## config.mk

```make
export PLATFORM = sky130hd
export DESIGN_NAME = asn1_time_to_epoch_parser
export DESIGN_NICKNAME = d
export VERILOG_FILES = /design/src/rtl/a2e_pkg.sv /design/src/rtl/asn1_time_to_epoch_parser.sv /design/src/rtl/a2e_ctrl.sv /design/src/rtl/a2e_dpath.sv
export SDC_FILE = /design/constraint.sdc
export NUM_CORES = 2
export LEC_CHECK = 0
export ABC_AREA = 1
export BUFFER_PORTS_ARGS = -buffer_cell sky130_fd_sc_hd__buf_2
export CORE_ASPECT_RATIO = 1.2
export CORE_MARGIN = 5
export CORE_UTILIZATION = 55
export CTS_CLUSTER_DIAMETER = 200
export DETAILED_ROUTE_END_ITERATION = 7
export GPL_ROUTABILITY_DRIVEN = 0
export GPL_TIMING_DRIVEN = 0
export PLACE_DENSITY = 0.71
export SYNTH_ARGS = -nofsm -noshare
export SYNTH_HDL_FRONTEND = slang
export SYNTH_SLANG_ARGS = --single-unit
```

## constraint.sdc

```tcl
create_clock -name aclk -period 8 [get_ports aclk]
set_clock_uncertainty 0.05 [all_clocks]
set_input_delay 0.4 -clock aclk [delete_from_list [all_inputs] [get_ports aclk]]
set_output_delay 0.4 -clock aclk [all_outputs]
set_load 0.005 [all_outputs]
```

## src/rtl/a2e_pkg.sv

```systemverilog
`default_nettype none

package a2e_pkg;

    // port and field widths
    localparam int unsigned CHAR_W    = 8;
    localparam int unsigned KIND_W    = 2;
    localparam int unsigned EPOCH_W   = 40;
    localparam int unsigned MILLI_W   = 10;
    localparam int unsigned M_TDATA_W = 56;
    localparam int unsigned DIGIT_W   = 4;
    localparam int unsigned YEAR_W    = 14;
    localparam int unsigned FIELD_W   = 7;
    localparam int unsigned ROW_W     = 4;
    localparam int unsigned DOY_W     = 9;
    localparam int unsigned Q100_W    = 8;
    localparam int unsigned TODP_W    = 19;
    localparam int unsigned TZ_W      = 20;
    localparam int unsigned TOD_W     = 21;
    localparam int unsigned DAYS_W    = 24;
    localparam int unsigned FLD_W     = 5;

    // string kinds
    localparam logic [KIND_W-1:0] KIND_GEN = 2'd1;

    // characters of interest
    localparam logic [CHAR_W-1:0] CH_0     = 8'h30;
    localparam logic [CHAR_W-1:0] CH_9     = 8'h39;
    localparam logic [CHAR_W-1:0] CH_ZULU  = 8'h5A;
    localparam logic [CHAR_W-1:0] CH_PLUS  = 8'h2B;
    localparam logic [CHAR_W-1:0] CH_MINUS = 8'h2D;
    localparam logic [CHAR_W-1:0] CH_DOT   = 8'h2E;

    // field update codes
    localparam logic [FLD_W-1:0] FLD_NONE      = 5'd0;
    localparam logic [FLD_W-1:0] FLD_YEAR_INIT = 5'd1;
    localparam logic [FLD_W-1:0] FLD_YEAR_ACC  = 5'd2;
    localparam logic [FLD_W-1:0] FLD_MON_HI    = 5'd3;
    localparam logic [FLD_W-1:0] FLD_MON_LO    = 5'd4;
    localparam logic [FLD_W-1:0] FLD_DAY_HI    = 5'd5;
    localparam logic [FLD_W-1:0] FLD_DAY_LO    = 5'd6;
    localparam logic [FLD_W-1:0] FLD_HOUR_HI   = 5'd7;
    localparam logic [FLD_W-1:0] FLD_HOUR_LO   = 5'd8;
    localparam logic [FLD_W-1:0] FLD_MIN_HI    = 5'd9;
    localparam logic [FLD_W-1:0] FLD_MIN_LO    = 5'd10;
    localparam logic [FLD_W-1:0] FLD_SEC_HI    = 5'd11;
    localparam logic [FLD_W-1:0] FLD_SEC_LO    = 5'd12;
    localparam logic [FLD_W-1:0] FLD_MS_INIT   = 5'd13;
    localparam logic [FLD_W-1:0] FLD_MS_ACC    = 5'd14;
    localparam logic [FLD_W-1:0] FLD_SIGN      = 5'd15;
    localparam logic [FLD_W-1:0] FLD_OH_HI     = 5'd16;
    localparam logic [FLD_W-1:0] FLD_OH_LO     = 5'd17;
    localparam logic [FLD_W-1:0] FLD_OM_HI     = 5'd18;
    localparam logic [FLD_W-1:0] FLD_OM_LO     = 5'd19;

    // calendar constants
    localparam logic [YEAR_W-1:0]  UTC_PIVOT      = 14'd70;
    localparam logic [YEAR_W-1:0]  CENTURY_20     = 14'd2000;
    localparam logic [YEAR_W-1:0]  CENTURY_19     = 14'd1900;
    localparam logic [YEAR_W-1:0]  YEAR_BIAS      = 14'd400;
    localparam logic [DAYS_W-1:0]  DAYS_PER_YEAR  = 24'd365;
    // 719468 (civil epoch) + 146097 (one era of bias) + 1 (day is one-based)
    localparam logic [DAYS_W-1:0]  DAYS_BIAS      = 24'd865566;
    localparam logic [TODP_W-1:0]  SEC_PER_HOUR   = 19'd3600;
    localparam logic [TODP_W-1:0]  SEC_PER_MIN    = 19'd60;
    localparam logic signed [EPOCH_W-1:0] SEC_PER_DAY = 40'sd86400;
    localparam logic [MILLI_W-1:0] MILLI_MAX      = 10'd999;

    // x / 12 as (x * 43) >> 9, exact for x below 128
    localparam int unsigned        RECIP12_W      = 13;
    localparam logic [RECIP12_W-1:0] RECIP_12     = 13'd43;
    localparam int unsigned        RECIP12_SHIFT  = 9;
    // y / 100 as (y * 5243) >> 19, exact for y below 43690
    localparam int unsigned        RECIP100_W     = 27;
    localparam logic [RECIP100_W-1:0] RECIP_100   = 27'd5243;
    localparam int unsigned        RECIP100_SHIFT = 19;

    // character class from the datapath
    typedef struct packed {
        logic is_digit;
        logic is_zulu;
        logic is_plus;
        logic is_minus;
        logic is_dot;
    } a2e_status_t;

    // commands to the datapath
    typedef struct packed {
        logic [FLD_W-1:0] fld;
        logic             kind_gen;
        logic             cv1;
        logic             cv2;
        logic             cv3;
        logic             cv4;
        logic             out_load;
        logic             out_ok;
    } a2e_cmd_t;

    // digit times ten
    function automatic logic [FIELD_W-1:0] times_ten(input logic [DIGIT_W-1:0] d);
        logic [FIELD_W-1:0] w;
        w = FIELD_W'(d);
        return (w << 3) + (w << 1);
    endfunction

    // days before the month in a march-based year, by zero-based month
    function automatic logic [DOY_W-1:0] month_doy(input logic [ROW_W-1:0] row);
        logic [DOY_W-1:0] v;
        unique case (row)
            4'd0:    v = 9'd306;
            4'd1:    v = 9'd337;
            4'd2:    v = 9'd0;
            4'd3:    v = 9'd31;
            4'd4:    v = 9'd61;
            4'd5:    v = 9'd92;
            4'd6:    v = 9'd122;
            4'd7:    v = 9'd153;
            4'd8:    v = 9'd184;
            4'd9:    v = 9'd214;
            4'd10:   v = 9'd245;
            4'd11:   v = 9'd275;
            default: v = 9'd0;
        endcase
        return v;
    endfunction

endpackage

`default_nettype wire

```

## src/rtl/asn1_time_to_epoch_parser.sv

```systemverilog
// certificate time string to unix seconds, one character per word
// result: the word of a rejected string is registered as its last character is taken,
//   that of a good string after the conversion states ST_CV1 to ST_CV5
// throughput: one character per cycle unless a result word is stalled; after a good
//   string the five-step calendar conversion holds s_tready low until its word is loaded
// reset: aresetn low, synchronous, restarts the parser and drops a pending result word

`default_nettype none

module asn1_time_to_epoch_parser (
    input  wire                               aclk,
    input  wire                               aresetn,
    input  wire                               s_tvalid,
    output logic                              s_tready,
    input  wire  [a2e_pkg::CHAR_W-1:0]        s_tdata,   // [7:0] char_byte
    input  wire  [a2e_pkg::KIND_W-1:0]        s_tuser,   // [1:0] time_kind
    input  wire                               s_tlast,   // last
    output logic                              m_tvalid,
    input  wire                               m_tready,
    output logic [a2e_pkg::M_TDATA_W-1:0]     m_tdata,   // [39:0] epoch_seconds,
                                                         // [49:40] millis, [55:50] zero
    output logic [0:0]                        m_tuser    // [0] valid_res
);

    a2e_pkg::a2e_cmd_t                  cmd;
    a2e_pkg::a2e_status_t               status;
    logic signed [a2e_pkg::EPOCH_W-1:0] epoch_seconds;
    logic [a2e_pkg::MILLI_W-1:0]        millis;
    logic                               valid_res;

    // grammar and sequencing
    a2e_ctrl u_ctrl (
        .aclk     (aclk),
        .aresetn  (aresetn),
        .s_tvalid (s_tvalid),
        .s_tready (s_tready),
        .s_tuser  (s_tuser),
        .s_tlast  (s_tlast),
        .m_tvalid (m_tvalid),
        .m_tready (m_tready),
        .status   (status),
        .cmd      (cmd)
    );

    // fields, conversion and output word
    a2e_dpath u_dpath (
        .aclk          (aclk),
        .char_byte     (s_tdata),
        .cmd           (cmd),
        .status        (status),
        .epoch_seconds (epoch_seconds),
        .millis        (millis),
        .valid_res     (valid_res)
    );

    // pack result word
    assign m_tdata = {(a2e_pkg::M_TDATA_W - a2e_pkg::EPOCH_W - a2e_pkg::MILLI_W)'(0),
                      millis, epoch_seconds};
    assign m_tuser = valid_res;

endmodule

`default_nettype wire

```

## src/rtl/a2e_ctrl.sv

```systemverilog
`default_nettype none

module a2e_ctrl (
    input  wire                              aclk,
    input  wire                              aresetn,
    input  wire                              s_tvalid,
    output logic                             s_tready,
    input  wire  [a2e_pkg::KIND_W-1:0]       s_tuser,
    input  wire                              s_tlast,
    output logic                             m_tvalid,
    input  wire                              m_tready,
    input  a2e_pkg::a2e_status_t             status,
    output a2e_pkg::a2e_cmd_t                cmd
);

    // parse phases
    localparam logic [4:0] PH_START = 5'd0;
    localparam logic [4:0] PH_Y2    = 5'd1;
    localparam logic [4:0] PH_Y3    = 5'd2;
    localparam logic [4:0] PH_Y4    = 5'd3;
    localparam logic [4:0] PH_MO1   = 5'd4;
    localparam logic [4:0] PH_MO2   = 5'd5;
    localparam logic [4:0] PH_D1    = 5'd6;
    localparam logic [4:0] PH_D2    = 5'd7;
    localparam logic [4:0] PH_H1    = 5'd8;
    localparam logic [4:0] PH_H2    = 5'd9;
    localparam logic [4:0] PH_AH    = 5'd10;
    localparam logic [4:0] PH_MI2   = 5'd11;
    localparam logic [4:0] PH_AM    = 5'd12;
    localparam logic [4:0] PH_S2    = 5'd13;
    localparam logic [4:0] PH_AS    = 5'd14;
    localparam logic [4:0] PH_F1    = 5'd15;
    localparam logic [4:0] PH_F2    = 5'd16;
    localparam logic [4:0] PH_F3    = 5'd17;
    localparam logic [4:0] PH_TZ    = 5'd18;
    localparam logic [4:0] PH_OH1   = 5'd19;
    localparam logic [4:0] PH_OH2   = 5'd20;
    localparam logic [4:0] PH_OM1   = 5'd21;
    localparam logic [4:0] PH_OM2   = 5'd22;
    localparam logic [4:0] PH_DONE  = 5'd23;

    // sequencer states
    localparam logic [2:0] ST_PARSE = 3'd0;
    localparam logic [2:0] ST_CV1   = 3'd1;
    localparam logic [2:0] ST_CV2   = 3'd2;
    localparam logic [2:0] ST_CV3   = 3'd3;
    localparam logic [2:0] ST_CV4   = 3'd4;
    localparam logic [2:0] ST_CV5   = 3'd5;

    logic [2:0] state_reg, state_next;
    logic [4:0] phase_reg, phase_next;
    logic       err_reg, err_next;
    logic       kind_gen_reg, kind_gen_next;
    logic       out_valid_reg, out_valid_next;

    logic                          accept;
    logic                          out_free;
    logic                          parse_ok;
    logic [4:0]                    ph_c;
    logic                          err_c;
    logic                          kg_c;
    logic [a2e_pkg::FLD_W-1:0]     fld_c;
    logic                          dig_phase;
    logic [a2e_pkg::FLD_W-1:0]     dig_fld;
    logic [4:0]                    dig_ph;
    logic                          do_zone;

    // handshake
    assign out_free = !out_valid_reg || m_tready;
    assign s_tready = (state_reg == ST_PARSE) && out_free;
    assign accept   = s_tvalid && s_tready;
    assign m_tvalid = out_valid_reg;

    // grammar step for one character
    always_comb begin
        ph_c      = phase_reg;
        err_c     = err_reg;
        kg_c      = kind_gen_reg;
        fld_c     = a2e_pkg::FLD_NONE;
        dig_phase = 1'b0;
        dig_fld   = a2e_pkg::FLD_NONE;
        dig_ph    = phase_reg;
        do_zone   = 1'b0;
        if (accept && !err_reg) begin
            unique case (phase_reg)
                PH_START: begin
                    if (s_tuser[1] || !status.is_digit) begin
                        err_c = 1'b1;
                    end else begin
                        kg_c  = (s_tuser == a2e_pkg::KIND_GEN);
                        fld_c = a2e_pkg::FLD_YEAR_INIT;
                        ph_c  = PH_Y2;
                    end
                end
                PH_AH: begin
                    if (status.is_digit) begin
                        fld_c = a2e_pkg::FLD_MIN_HI;
                        ph_c  = PH_MI2;
                    end else if (kind_gen_reg) begin
                        do_zone = 1'b1;
                    end else begin
                        err_c = 1'b1;
                    end
                end
                PH_AM: begin
                    if (status.is_digit) begin
                        fld_c = a2e_pkg::FLD_SEC_HI;
                        ph_c  = PH_S2;
                    end else begin
                        do_zone = 1'b1;
                    end
                end
                PH_AS: begin
                    if (kind_gen_reg && status.is_dot) begin
                        ph_c = PH_F1;
                    end else begin
                        do_zone = 1'b1;
                    end
                end
                PH_TZ:   do_zone = 1'b1;
                PH_DONE: ;
                PH_Y2: begin
                    dig_phase = 1'b1;
                    dig_fld   = a2e_pkg::FLD_YEAR_ACC;
                    dig_ph    = kind_gen_reg ? PH_Y3 : PH_MO1;
                end
                PH_Y3:  begin dig_phase = 1'b1; dig_fld = a2e_pkg::FLD_YEAR_ACC; dig_ph = PH_Y4;   end
                PH_Y4:  begin dig_phase = 1'b1; dig_fld = a2e_pkg::FLD_YEAR_ACC; dig_ph = PH_MO1;  end
                PH_MO1: begin dig_phase = 1'b1; dig_fld = a2e_pkg::FLD_MON_HI;   dig_ph = PH_MO2;  end
                PH_MO2: begin dig_phase = 1'b1; dig_fld = a2e_pkg::FLD_MON_LO;   dig_ph = PH_D1;   end
                PH_D1:  begin dig_phase = 1'b1; dig_fld = a2e_pkg::FLD_DAY_HI;   dig_ph = PH_D2;   end
                PH_D2:  begin dig_phase = 1'b1; dig_fld = a2e_pkg::FLD_DAY_LO;   dig_ph = PH_H1;   end
                PH_H1:  begin dig_phase = 1'b1; dig_fld = a2e_pkg::FLD_HOUR_HI;  dig_ph = PH_H2;   end
                PH_H2:  begin dig_phase = 1'b1; dig_fld = a2e_pkg::FLD_HOUR_LO;  dig_ph = PH_AH;   end
                PH_MI2: begin dig_phase = 1'b1; dig_fld = a2e_pkg::FLD_MIN_LO;   dig_ph = PH_AM;   end
                PH_S2:  begin dig_phase = 1'b1; dig_fld = a2e_pkg::FLD_SEC_LO;   dig_ph = PH_AS;   end
                PH_F1:  begin dig_phase = 1'b1; dig_fld = a2e_pkg::FLD_MS_INIT;  dig_ph = PH_F2;   end
                PH_F2:  begin dig_phase = 1'b1; dig_fld = a2e_pkg::FLD_MS_ACC;   dig_ph = PH_F3;   end
                PH_F3:  begin dig_phase = 1'b1; dig_fld = a2e_pkg::FLD_MS_ACC;   dig_ph = PH_TZ;   end
                PH_OH1: begin dig_phase = 1'b1; dig_fld = a2e_pkg::FLD_OH_HI;    dig_ph = PH_OH2;  end
                PH_OH2: begin dig_phase = 1'b1; dig_fld = a2e_pkg::FLD_OH_LO;    dig_ph = PH_OM1;  end
                PH_OM1: begin dig_phase = 1'b1; dig_fld = a2e_pkg::FLD_OM_HI;    dig_ph = PH_OM2;  end
                PH_OM2: begin dig_phase = 1'b1; dig_fld = a2e_pkg::FLD_OM_LO;    dig_ph = PH_DONE; end
                default: err_c = 1'b1;
            endcase

            // phases that take a digit only
            if (dig_phase) begin
                if (status.is_digit) begin
                    fld_c = dig_fld;
                    ph_c  = dig_ph;
                end else begin
                    err_c = 1'b1;
                end
            end

            // zulu on the last character, or a sign that opens the offset
            if (do_zone) begin
                if (status.is_zulu && s_tlast) begin
                    ph_c = PH_DONE;
                end else if ((status.is_plus || status.is_minus) && !s_tlast) begin
                    fld_c = a2e_pkg::FLD_SIGN;
                    ph_c  = PH_OH1;
                end else begin
                    err_c = 1'b1;
                end
            end
        end
    end

    // string complete: full form, or a generalized string cut after an optional part
    assign parse_ok = !err_c && ((ph_c == PH_DONE) ||
                      (kg_c && ((ph_c == PH_AH) || (ph_c == PH_AM) ||
                                (ph_c == PH_AS) || (ph_c == PH_TZ))));

    // sequencer and commands
    always_comb begin
        state_next     = state_reg;
        phase_next     = ph_c;
        err_next       = err_c;
        kind_gen_next  = kg_c;
        out_valid_next = out_valid_reg;

        cmd          = '0;
        cmd.fld      = fld_c;
        cmd.kind_gen = kind_gen_reg;

        unique case (state_reg)
            ST_PARSE: begin
                if (accept && s_tlast) begin
                    phase_next = PH_START;
                    err_next   = 1'b0;
                    if (parse_ok) begin
                        state_next = ST_CV1;
                    end else begin
                        cmd.out_load = 1'b1;
                    end
                end
            end
            ST_CV1: begin cmd.cv1 = 1'b1; state_next = ST_CV2; end
            ST_CV2: begin cmd.cv2 = 1'b1; state_next = ST_CV3; end
            ST_CV3: begin cmd.cv3 = 1'b1; state_next = ST_CV4; end
            ST_CV4: begin cmd.cv4 = 1'b1; state_next = ST_CV5; end
            ST_CV5: begin
                if (out_free) begin
                    cmd.out_load = 1'b1;
                    cmd.out_ok   = 1'b1;
                    state_next   = ST_PARSE;
                end
            end
            default: state_next = ST_PARSE;
        endcase

        // output word valid
        if (cmd.out_load) begin
            out_valid_next = 1'b1;
        end else if (m_tready) begin
            out_valid_next = 1'b0;
        end
    end

    always_ff @(posedge aclk) begin
        if (!aresetn) begin
            state_reg     <= ST_PARSE;
            phase_reg     <= PH_START;
            err_reg       <= 1'b0;
            kind_gen_reg  <= 1'b0;
            out_valid_reg <= 1'b0;
        end else begin
            state_reg     <= state_next;
            phase_reg     <= phase_next;
            err_reg       <= err_next;
            kind_gen_reg  <= kind_gen_next;
            out_valid_reg <= out_valid_next;
        end
    end

endmodule

`default_nettype wire

```

## src/rtl/a2e_dpath.sv

```systemverilog
`default_nettype none

module a2e_dpath (
    input  wire                                aclk,
    input  wire  [a2e_pkg::CHAR_W-1:0]         char_byte,
    input  a2e_pkg::a2e_cmd_t                  cmd,
    output a2e_pkg::a2e_status_t               status,
    output logic signed [a2e_pkg::EPOCH_W-1:0] epoch_seconds,
    output logic [a2e_pkg::MILLI_W-1:0]        millis,
    output logic                               valid_res
);

    localparam int unsigned FW = a2e_pkg::FIELD_W;

    logic [a2e_pkg::DIGIT_W-1:0] digit;

    // calendar fields
    logic [a2e_pkg::YEAR_W-1:0]  year_reg;
    logic [FW-1:0]               month_reg;
    logic [FW-1:0]               day_reg;
    logic [FW-1:0]               hour_reg;
    logic [FW-1:0]               minute_reg;
    logic [FW-1:0]               second_reg;
    logic [a2e_pkg::MILLI_W-1:0] milli_reg;
    logic                        neg_reg;
    logic [FW-1:0]               oh_reg;
    logic [FW-1:0]               om_reg;

    // conversion stages
    logic [a2e_pkg::YEAR_W-1:0]         y_reg, y_next;
    logic [a2e_pkg::DOY_W-1:0]          doy_reg, doy_next;
    logic [a2e_pkg::TODP_W-1:0]         tod_pos_reg, tod_pos_next;
    logic [a2e_pkg::Q100_W-1:0]         q100_reg, q100_next;
    logic signed [a2e_pkg::TZ_W-1:0]    tz_reg, tz_next;
    logic [a2e_pkg::DAYS_W-1:0]         days_reg, days_next;
    logic signed [a2e_pkg::TOD_W-1:0]   tod_reg, tod_next;
    logic signed [a2e_pkg::EPOCH_W-1:0] prod_reg, prod_next;
    logic signed [a2e_pkg::EPOCH_W-1:0] epoch_reg;
    logic [a2e_pkg::MILLI_W-1:0]        millis_reg;
    logic                               valid_res_reg;

    logic [a2e_pkg::YEAR_W-1:0]     year_base;
    logic [FW-1:0]                  mon_dec;
    logic [a2e_pkg::RECIP12_W-1:0]  mq_prod;
    logic [a2e_pkg::ROW_W-1:0]      mq;
    logic [FW-1:0]                  mr;
    logic                           month_zero;
    logic [a2e_pkg::ROW_W-1:0]      row;
    logic                           prev_year;
    logic [a2e_pkg::RECIP100_W-1:0] p100;
    logic [a2e_pkg::TODP_W-1:0]     oh_sec;
    logic [a2e_pkg::TODP_W-1:0]     om_sec;
    logic [a2e_pkg::DAYS_W-1:0]     day_sum;
    logic signed [a2e_pkg::EPOCH_W-1:0] days_ext;

    // character class; low nibble of an ascii digit is its value
    assign digit           = char_byte[a2e_pkg::DIGIT_W-1:0];
    assign status.is_digit = (char_byte >= a2e_pkg::CH_0) && (char_byte <= a2e_pkg::CH_9);
    assign status.is_zulu  = (char_byte == a2e_pkg::CH_ZULU);
    assign status.is_plus  = (char_byte == a2e_pkg::CH_PLUS);
    assign status.is_minus = (char_byte == a2e_pkg::CH_MINUS);
    assign status.is_dot   = (char_byte == a2e_pkg::CH_DOT);

    // field folding
    always_ff @(posedge aclk) begin
        unique case (cmd.fld)
            a2e_pkg::FLD_NONE: ;
            a2e_pkg::FLD_YEAR_INIT: begin
                year_reg   <= a2e_pkg::YEAR_W'(digit);
                month_reg  <= '0;
                day_reg    <= '0;
                hour_reg   <= '0;
                minute_reg <= '0;
                second_reg <= '0;
                milli_reg  <= '0;
                neg_reg    <= 1'b0;
                oh_reg     <= '0;
                om_reg     <= '0;
            end
            a2e_pkg::FLD_YEAR_ACC:
                year_reg <= (year_reg << 3) + (year_reg << 1) + a2e_pkg::YEAR_W'(digit);
            a2e_pkg::FLD_MON_HI:  month_reg  <= a2e_pkg::times_ten(digit);
            a2e_pkg::FLD_MON_LO:  month_reg  <= month_reg + FW'(digit);
            a2e_pkg::FLD_DAY_HI:  day_reg    <= a2e_pkg::times_ten(digit);
            a2e_pkg::FLD_DAY_LO:  day_reg    <= day_reg + FW'(digit);
            a2e_pkg::FLD_HOUR_HI: hour_reg   <= a2e_pkg::times_ten(digit);
            a2e_pkg::FLD_HOUR_LO: hour_reg   <= hour_reg + FW'(digit);
            a2e_pkg::FLD_MIN_HI:  minute_reg <= a2e_pkg::times_ten(digit);
            a2e_pkg::FLD_MIN_LO:  minute_reg <= minute_reg + FW'(digit);
            a2e_pkg::FLD_SEC_HI:  second_reg <= a2e_pkg::times_ten(digit);
            a2e_pkg::FLD_SEC_LO:  second_reg <= second_reg + FW'(digit);
            a2e_pkg::FLD_MS_INIT: milli_reg  <= a2e_pkg::MILLI_W'(digit);
            a2e_pkg::FLD_MS_ACC:
                milli_reg <= (milli_reg << 3) + (milli_reg << 1) + a2e_pkg::MILLI_W'(digit);
            a2e_pkg::FLD_SIGN:    neg_reg    <= status.is_minus;
            a2e_pkg::FLD_OH_HI:   oh_reg     <= a2e_pkg::times_ten(digit);
            a2e_pkg::FLD_OH_LO:   oh_reg     <= oh_reg + FW'(digit);
            a2e_pkg::FLD_OM_HI:   om_reg     <= a2e_pkg::times_ten(digit);
            a2e_pkg::FLD_OM_LO:   om_reg     <= om_reg + FW'(digit);
            default: ;
        endcase
    end

    // step 1: full year, month folded into the year, march-based year, day of year and time of day
    always_comb begin
        if (cmd.kind_gen) begin
            year_base = year_reg;
        end else if (year_reg < a2e_pkg::UTC_PIVOT) begin
            year_base = year_reg + a2e_pkg::CENTURY_20;
        end else begin
            year_base = year_reg + a2e_pkg::CENTURY_19;
        end
        mon_dec    = month_reg - FW'(1);
        mq_prod    = a2e_pkg::RECIP12_W'(mon_dec) * a2e_pkg::RECIP_12;
        mq         = mq_prod[a2e_pkg::RECIP12_SHIFT +: a2e_pkg::ROW_W];
        mr         = mon_dec - ((FW'(mq) << 3) + (FW'(mq) << 2));
        month_zero = (month_reg == '0);
        row        = month_zero ? a2e_pkg::ROW_W'(11) : mr[a2e_pkg::ROW_W-1:0];
        prev_year  = !month_zero && (row < a2e_pkg::ROW_W'(2));
        y_next     = year_base + a2e_pkg::YEAR_BIAS
                   + (month_zero ? '0 : a2e_pkg::YEAR_W'(mq))
                   - a2e_pkg::YEAR_W'(month_zero || prev_year);
        doy_next   = a2e_pkg::month_doy(row);
        tod_pos_next = a2e_pkg::TODP_W'(hour_reg) * a2e_pkg::SEC_PER_HOUR
                     + a2e_pkg::TODP_W'(minute_reg) * a2e_pkg::SEC_PER_MIN
                     + a2e_pkg::TODP_W'(second_reg);
    end

    // step 2: centuries and zone offset
    always_comb begin
        p100      = a2e_pkg::RECIP100_W'(y_reg) * a2e_pkg::RECIP_100;
        q100_next = p100[a2e_pkg::RECIP100_SHIFT +: a2e_pkg::Q100_W];
        oh_sec    = a2e_pkg::TODP_W'(oh_reg) * a2e_pkg::SEC_PER_HOUR;
        om_sec    = a2e_pkg::TODP_W'(om_reg) * a2e_pkg::SEC_PER_MIN;
        // offset minutes always come off, whatever the sign
        tz_next   = (neg_reg ? $signed(a2e_pkg::TZ_W'(oh_sec))
                             : -$signed(a2e_pkg::TZ_W'(oh_sec)))
                  - $signed(a2e_pkg::TZ_W'(om_sec));
    end

    // step 3: day count and time of day
    always_comb begin
        day_sum   = a2e_pkg::DAYS_W'(y_reg) * a2e_pkg::DAYS_PER_YEAR
                  + a2e_pkg::DAYS_W'(y_reg >> 2)
                  + a2e_pkg::DAYS_W'(q100_reg >> 2)
                  + a2e_pkg::DAYS_W'(doy_reg)
                  + a2e_pkg::DAYS_W'(day_reg);
        days_next = day_sum - a2e_pkg::DAYS_W'(q100_reg) - a2e_pkg::DAYS_BIAS;
        tod_next  = $signed(a2e_pkg::TOD_W'(tod_pos_reg)) + a2e_pkg::TOD_W'(tz_reg);
    end

    // step 4: days to seconds
    assign days_ext  = a2e_pkg::EPOCH_W'($signed(days_reg));
    assign prod_next = days_ext * a2e_pkg::SEC_PER_DAY;

    always_ff @(posedge aclk) begin
        if (cmd.cv1) begin
            y_reg       <= y_next;
            doy_reg     <= doy_next;
            tod_pos_reg <= tod_pos_next;
        end
        if (cmd.cv2) begin
            q100_reg <= q100_next;
            tz_reg   <= tz_next;
        end
        if (cmd.cv3) begin
            days_reg <= days_next;
            tod_reg  <= tod_next;
        end
        if (cmd.cv4) begin
            prod_reg <= prod_next;
        end
        // output word: final add, or all zeros for a rejected string
        if (cmd.out_load) begin
            if (cmd.out_ok) begin
                epoch_reg     <= prod_reg + a2e_pkg::EPOCH_W'(tod_reg);
                millis_reg    <= milli_reg;
                valid_res_reg <= 1'b1;
            end else begin
                epoch_reg     <= '0;
                millis_reg    <= '0;
                valid_res_reg <= 1'b0;
            end
        end
    end

    assign epoch_seconds = epoch_reg;
    assign millis        = millis_reg;
    assign valid_res     = valid_res_reg;

endmodule

`default_nettype wire

```

Word level (Yosys, flattened, before mapping)
Memory sizes are Yosys's and may differ from the RTL's. A register that Yosys moved wholly into a read port is not among the register bits.
Cells that the tools add are included.
{"block": "totals", "output_inout_bits": 59, "mem_bits_ro": 144, "wordCells": 254, "reg_bits": 275, "mem_count": 1, "input_bits": 15}
{"block": "op_classes", "order_cmp": 4, "reduce_logical": 44, "multipliers": 8, "n_addsub": 32, "eq_ne": 60, "n_mux": 80}
{"memory": "(no name shown)", "words": 16, "word_bits": 9, "read_ports": 1, "rd_clocked_by_memory_dff": 1, "write_ports": 0, "line_no": "a2e_pkg.sv:109", "rtl": "unique case (row)"}
{"op": "$pmux 7 s3", "count": 7}
{"op": "$eq 5x4->1 const B", "count": 19}
{"op": "$mux 5", "count": 18}
{"op": "$pmux 5 s18", "count": 1}
{"op": "$pmux 5 s15", "count": 1}
{"op": "$eq 5x5->1 const B", "count": 14}
{"op": "$add 7x4->7", "count": 7}
{"op": "$add 40x21->40", "count": 1}
{"op": "$eq 5x3->1 const B", "count": 8}
{"op": "$mul 24x11->33 const B", "count": 1}
{"op": "$mux 1", "count": 32}
{"op": "$mul 7x8->15 const B", "count": 2}
{"op": "$pmux 10 s3", "count": 1}
{"op": "$add 14x11->14 const B", "count": 2}
{"op": "$add 14x14->14", "count": 2}
{"op": "$mux 14", "count": 2}
{"op": "$pmux 14 s2", "count": 1}
{"op": "$mul 14x13->27 const B", "count": 1}
{"op": "$add 23x12->24", "count": 1}
{"op": "$add 24x6->24", "count": 1}
{"op": "$add 24x7->24", "count": 1}
{"op": "$add 24x9->24", "count": 1}
{"op": "$eq 8x6->1 const B", "count": 3}
{"op": "$reduce_bool 3->1", "count": 8}
{"op": "other kinds (54)", "count": 93}

Longest topological paths before layout
{"block": "depth", "depth_word": 23, "mapped_depth": 37, "mapped_depth_nobuf": 37}

Cells and area by module
Synthesis repeated with hierarchy kept, for this count alone.
{"block": "hier_totals", "hier_cells": 3935, "area_unflattened_um2": 34669.5}
{"module": "a2e_dpath", "seq_area_each_um2": 8137.8, "area_each_um2": 33158.1, "cells_each": 3674, "instances": 1}
{"module": "a2e_ctrl", "seq_area_each_um2": 220.2, "area_each_um2": 1462.7, "cells_each": 254, "instances": 1}
{"module": "asn1_time_to_epoch_parser", "seq_area_each_um2": 0.0, "area_each_um2": 48.8, "cells_each": 7, "instances": 1}

Worst setup path before layout
No wires, ideal clock.
{"block": "synth_path", "path_type": "register to register", "from": "reg u_dpath.month_reg[0]", "to": "reg u_dpath.y_reg[12] (netlist bit) (data pin)", "n_path_buf": 1, "stages_incl_launch_ff": 36, "setup_time_ns": 0.260, "arrival_time_ns": 6.191, "synth_period_minus_slack_ns": 6.501, "path_slack_ns": 1.499, "required_time_ns": 7.690, "path_cell_list": "edfxtp_1 -> inv_1 -> ha_1 -> clkbuf_1 -> nand2_1 -> xor2_1 -> inv_1 -> ha_1 -> inv_1 -> fa_1 -> fa_1 -> inv_1 -> ha_1 -> nand2_1 -> nor2_1 -> o21ai_0 -> o211ai_1 -> xor2_1 -> ha_1 -> nor2_1 -> inv_1 -> nand2_1 -> o21ai_0 -> ha_1 -> inv_1 -> ha_1 -> inv_1 -> fa_1 -> o21ai_0 -> a21oi_1 -> nand2_1 -> nand3_1 -> nand4_1 -> nand2_1 -> nand2_1 -> xor2_1"}
{"block": "synth_via", "elab_chain_cells": 9, "word_cells_on_any_way": 13, "cone_classes": "5 x add/sub; 1 x mul; 1 x order compare; 2 x mux; 4 x reduce/logical"}
{"element": "start, declared", "line_no": "a2e_dpath.sv:19", "rtl": "logic [FW-1:0] month_reg;"}
{"element": "start signal, assigned", "line_no": "a2e_dpath.sv:82", "rtl": "a2e_pkg::FLD_MON_HI: month_reg <= a2e_pkg::times_ten(digit);"}
{"element": "start signal, assigned", "line_no": "a2e_dpath.sv:83", "rtl": "a2e_pkg::FLD_MON_LO: month_reg <= month_reg + FW'(digit);"}
{"element": "$sub 7x1->7", "line_no": "a2e_dpath.sv:113", "rtl": "mon_dec = month_reg - FW'(1);"}
{"element": "$mul 7x6->13", "line_no": "a2e_dpath.sv:114", "rtl": "mq_prod = a2e_pkg::RECIP12_W'(mon_dec) * a2e_pkg::RECIP_12;"}
{"element": "$add 4x4->4", "line_no": "a2e_dpath.sv:116", "rtl": "mr = mon_dec - ((FW'(mq) << 3) + (FW'(mq) << 2));"}
{"element": "$sub 4x4->4", "line_no": "a2e_dpath.sv:116"}
{"element": "$mux 4", "line_no": "a2e_dpath.sv:118", "rtl": "row = month_zero ? a2e_pkg::ROW_W'(11) : mr[a2e_pkg::ROW_W-1:0];"}
{"element": "$lt 4x2->1", "line_no": "a2e_dpath.sv:119", "rtl": "prev_year = !month_zero && (row < a2e_pkg::ROW_W'(2));"}
{"element": "$logic_and 1x1->1", "line_no": "a2e_dpath.sv:119"}
{"element": "$logic_or 1x1->1", "line_no": "a2e_dpath.sv:122", "rtl": "- a2e_pkg::YEAR_W'(month_zero || prev_year);"}
{"element": "$sub 14x1->14 (*)", "line_no": "a2e_dpath.sv:122"}
{"element": "net u_dpath.y_next, one bit", "line_no": "a2e_dpath.sv:30", "rtl": "logic [a2e_pkg::YEAR_W-1:0] y_reg, y_next;"}
{"element": "end signal, assigned", "line_no": "a2e_dpath.sv:158", "rtl": "y_reg <= y_next;"}
{"element": "end, declared", "line_no": "a2e_dpath.sv:30"}
The timed path passes the listed nets; every way through them passes the cells marked *.
A chain may end at the register's enable or synchronous reset.

Worst setup path in the final report
{"block": "layout_path", "from": "reg u_dpath.month_reg[1]", "to": "reg u_dpath.y_reg[11] (netlist bit) (data pin)"}
The elaborated chain is that of the path after synthesis.

==> flow_summary.toml <==
[finish]
finish.cell_count_without_fillers = 4553
finalNetCount = 4621
final_core_utilization = 0.605
drive_above_1_share = 0.0581
layout_commonest_cell = "sky130_fd_sc_hd__inv_1"
largest_reg_flops = 40
final_cell_mix = "sky130_fd_sc_hd__inv_1 (773), sky130_fd_sc_hd__ha_1 (602), sky130_fd_sc_hd__nand2_1 (409)"
syn_to_final_growth_pct = 8.61
antenna-diode-count = 0

[die]
initial_core_util = 0.557
die_h_um = 280
placement_rows = 98
fp.coreArea_um2 = 59800
ios = 74
design.die.area_um2 = 65700
die_w_um = 235

[power_and_ir_drop]
maximum_vdd_drop_v = 0.000144
power.leakage_nw = 18.1
pwr_density_cell_nw_per_um2 = 102
total_power_mw = 3.68

[route]
drt-vias-per-instance = 5.33
post_drt_wl_per_cell_um = 15.7
vias = 24288
finalWirelength_um = 71300
drt_iter0_drc = 1116
drt-pass1-iter-count = 8
detail_route.drc_violations = 0
route.antenna.remaining_nets = 0

[synthesis]
synth_enable_flop_cells = 271
synth.cell_area_um2 = 33300
synth_cell_type_count = 57
flip_flop_and_latch_count_after_synthesis = 282
synth_ff_type = "sky130_fd_sc_hd__edfxtp_1"
avgSynthCellArea_um2 = 9.23
seq_area_frac_synth = 0.251
synth-async-reset-ratio = 0
yosysWarningCount = 0
post_synth_inst_count = 3611

[clock_network]
cts-root-to-sink-buffers = 3
clk_pin_slew_worst_paths_ns = 0.06
tritoncts = "yes"
hold_bufs_inserted_after_cts = 0
cts_sink_count = 282
post_cts_buffers = 0
ctsResizeCount = 0
ctsRootBufferMaster = "sky130_fd_sc_hd__clkbuf_16"
numCtsBuffers = 36
cts_htree_levels = 2
clk-insertion-delay-late_ns = 0.57

[critical_path]
path_class = "flip-flop to flip-flop"
r2r-end = "u_dpath.y_reg[11]"
slowest_delay_ns = 0.54
critical_path_capture_point_type = "flip-flop"
reg2reg_setup_slack_ns = 0.95
crit_path_max_fanout = 8
cpLargestDelayFamily = "adder cells"
critical_path.n_buffers_inverters = 7
reg2reg_depth = 34
crit_arrival_ns = 7.31
crit-reg2reg-launch = "u_dpath.month_reg[1]"
worstSetupStartpointType = "flip-flop"
timing.critical_path.required_ns = 8.26
slowest_stage = "sky130_fd_sc_hd__fa_1"

[sta]
finalMaxSlewViolations = 0
min_period_over_period = 0.881
timing_worst_slew_pin_value_ns = 1.15
fmax_ghz = 0.142
worst_slew_margin_rel = 0.229
grt_setup_unrepaired = "no"
setup_total_negative_slack_ns = 0
final_hold_violation_count = 0
setup_viol = 0
crit_path_time_final_ns = 7.05

[global_routing]
globalRouteTotalUtil = 0.219
largest_net_degree_at_the_start_of_global_routing = 40
grt_first_pass_wirelength_um = 119000
number_of_global_route_vias_before_repair = 24691
grt-ovfl-total = 0
antenna_violations_before_repair = 0

[placed_design]
dp.cells = 4490
dp_hpwl_um = 58900
portBuffers = 67

[min_path]
hold_worst_path_end = "u_ctrl.m_tvalid"
hold_path_depth = 3
worst_hold_path_type = "input port to flip-flop"
hold_path_startpoint = "aresetn"

[flow_run]
maxCapViolCount = 0

[run_status]
outcome = "completed"
-- area by class of cell --
| class | instances | area (um^2) |
|---|---|---|
| plain buffers | 18 | 106 |
| clock buffers | 37 | 926 |
| clock inverters | 27 | 410 |
| fillers | 5102 | 23600 |
| inverters | 790 | 2970 |
| multi-input cells | 2525 | 22000 |
| flip-flops and latches | 282 | 8360 |
| well taps | 800 | 1000 |
| repair buffers | 74 | 477 |
-- where the power goes --
part | total [mW] | leakage [nW] | switching [mW] | internal (mW)
Combinational | 0.228 | 14.8 | 0.149 | 0.0787
Sequential | 1.62 | 2.65 | 0.00726 | 1.62
Clock | 1.83 | 0.643 | 0.708 | 1.12
Total | 3.68 | 18.1 | 0.864 | 2.81
-- logic make-up after synthesis --
group / after synthesis / share of synthesized area
fa+ha+maj: 879 / 0.392
other cells: 1 / 0.000112
compound gates: 557 / 0.0945
xor+xnor: 219 / 0.0575
simple gates: 864 / 0.113
buf+inv: 809 / 0.0923
flops: 282 / 0.251
-- how the worst max path moves through the flow --
stage,depth (start not counted),from,end
floorplan,35,u_dpath.month_reg[0],u_dpath.y_reg[12]
global placement,34,u_dpath.month_reg[0],u_dpath.y_reg[12]
detailed placement,34,u_dpath.month_reg[0],u_dpath.y_reg[12]
CTS,35,u_dpath.month_reg[0],u_dpath.y_reg[11]
global route,36,u_dpath.month_reg[1],u_dpath.y_reg[11]
finish,34,u_dpath.month_reg[1],u_dpath.y_reg[11]
-- per-stage QoR --
stage / setup slack [ns] / area, um^2 / hold slack [ns]
6_report: 0.950 / 36200 / 0.0542
5_1_grt: 0.129 / 36200 / 0.0682
4_1_cts: 0.562 / 36200 / 0.0151
3_5_place_dp: 0.644 / 34900 / 0.362
3_3_place_gp: 0.644 / 34700 / 0.359
2_1_floorplan: 1.50 / 33400 / 0.350
-- per-layer routing --
layer  routed length, um  GRT usage  part of all wire  vias to the layer above
met1               28500      0.252              0.40                    11502
met2               37000      0.412              0.52                      516
met5                   0          0                 0                        -
met3                2850     0.0270             0.040                      153
met4                2920     0.0866             0.041                        0
li1                    -          -                 -                    12117
-- Yosys cell counts, types with 15 or more instances --
library cell	n	share of area
sky130_fd_sc_hd__o22ai_1	30	0.0056
sky130_fd_sc_hd__ha_1	602	0.23
sky130_fd_sc_hd__nand2_1	410	0.046
sky130_fd_sc_hd__o211ai_1	15	0.0034
sky130_fd_sc_hd__o21ai_0	143	0.021
sky130_fd_sc_hd__o21bai_1	18	0.0041
sky130_fd_sc_hd__inv_1	774	0.087
sky130_fd_sc_hd__edfxtp_1	271	0.24
sky130_fd_sc_hd__xor2_1	153	0.040
sky130_fd_sc_hd__nand3_1	107	0.016
sky130_fd_sc_hd__fa_1	277	0.17
sky130_fd_sc_hd__a21oi_1	252	0.038
sky130_fd_sc_hd__nor2_1	229	0.026
sky130_fd_sc_hd__o21a_1	16	0.0036
sky130_fd_sc_hd__a31oi_1	18	0.0034
sky130_fd_sc_hd__nor3_1	26	0.0039
sky130_fd_sc_hd__xnor2_1	66	0.017
sky130_fd_sc_hd__nand4_1	28	0.0053
-- tightest hold or removal path, cell delays in order --
cell	delay [ns]
sky130_fd_sc_hd__buf_2	0.13
sky130_fd_sc_hd__nand2_1	0.06
sky130_fd_sc_hd__inv_1	0.05
No activity file was read; power rests on OpenSTA's default activity.
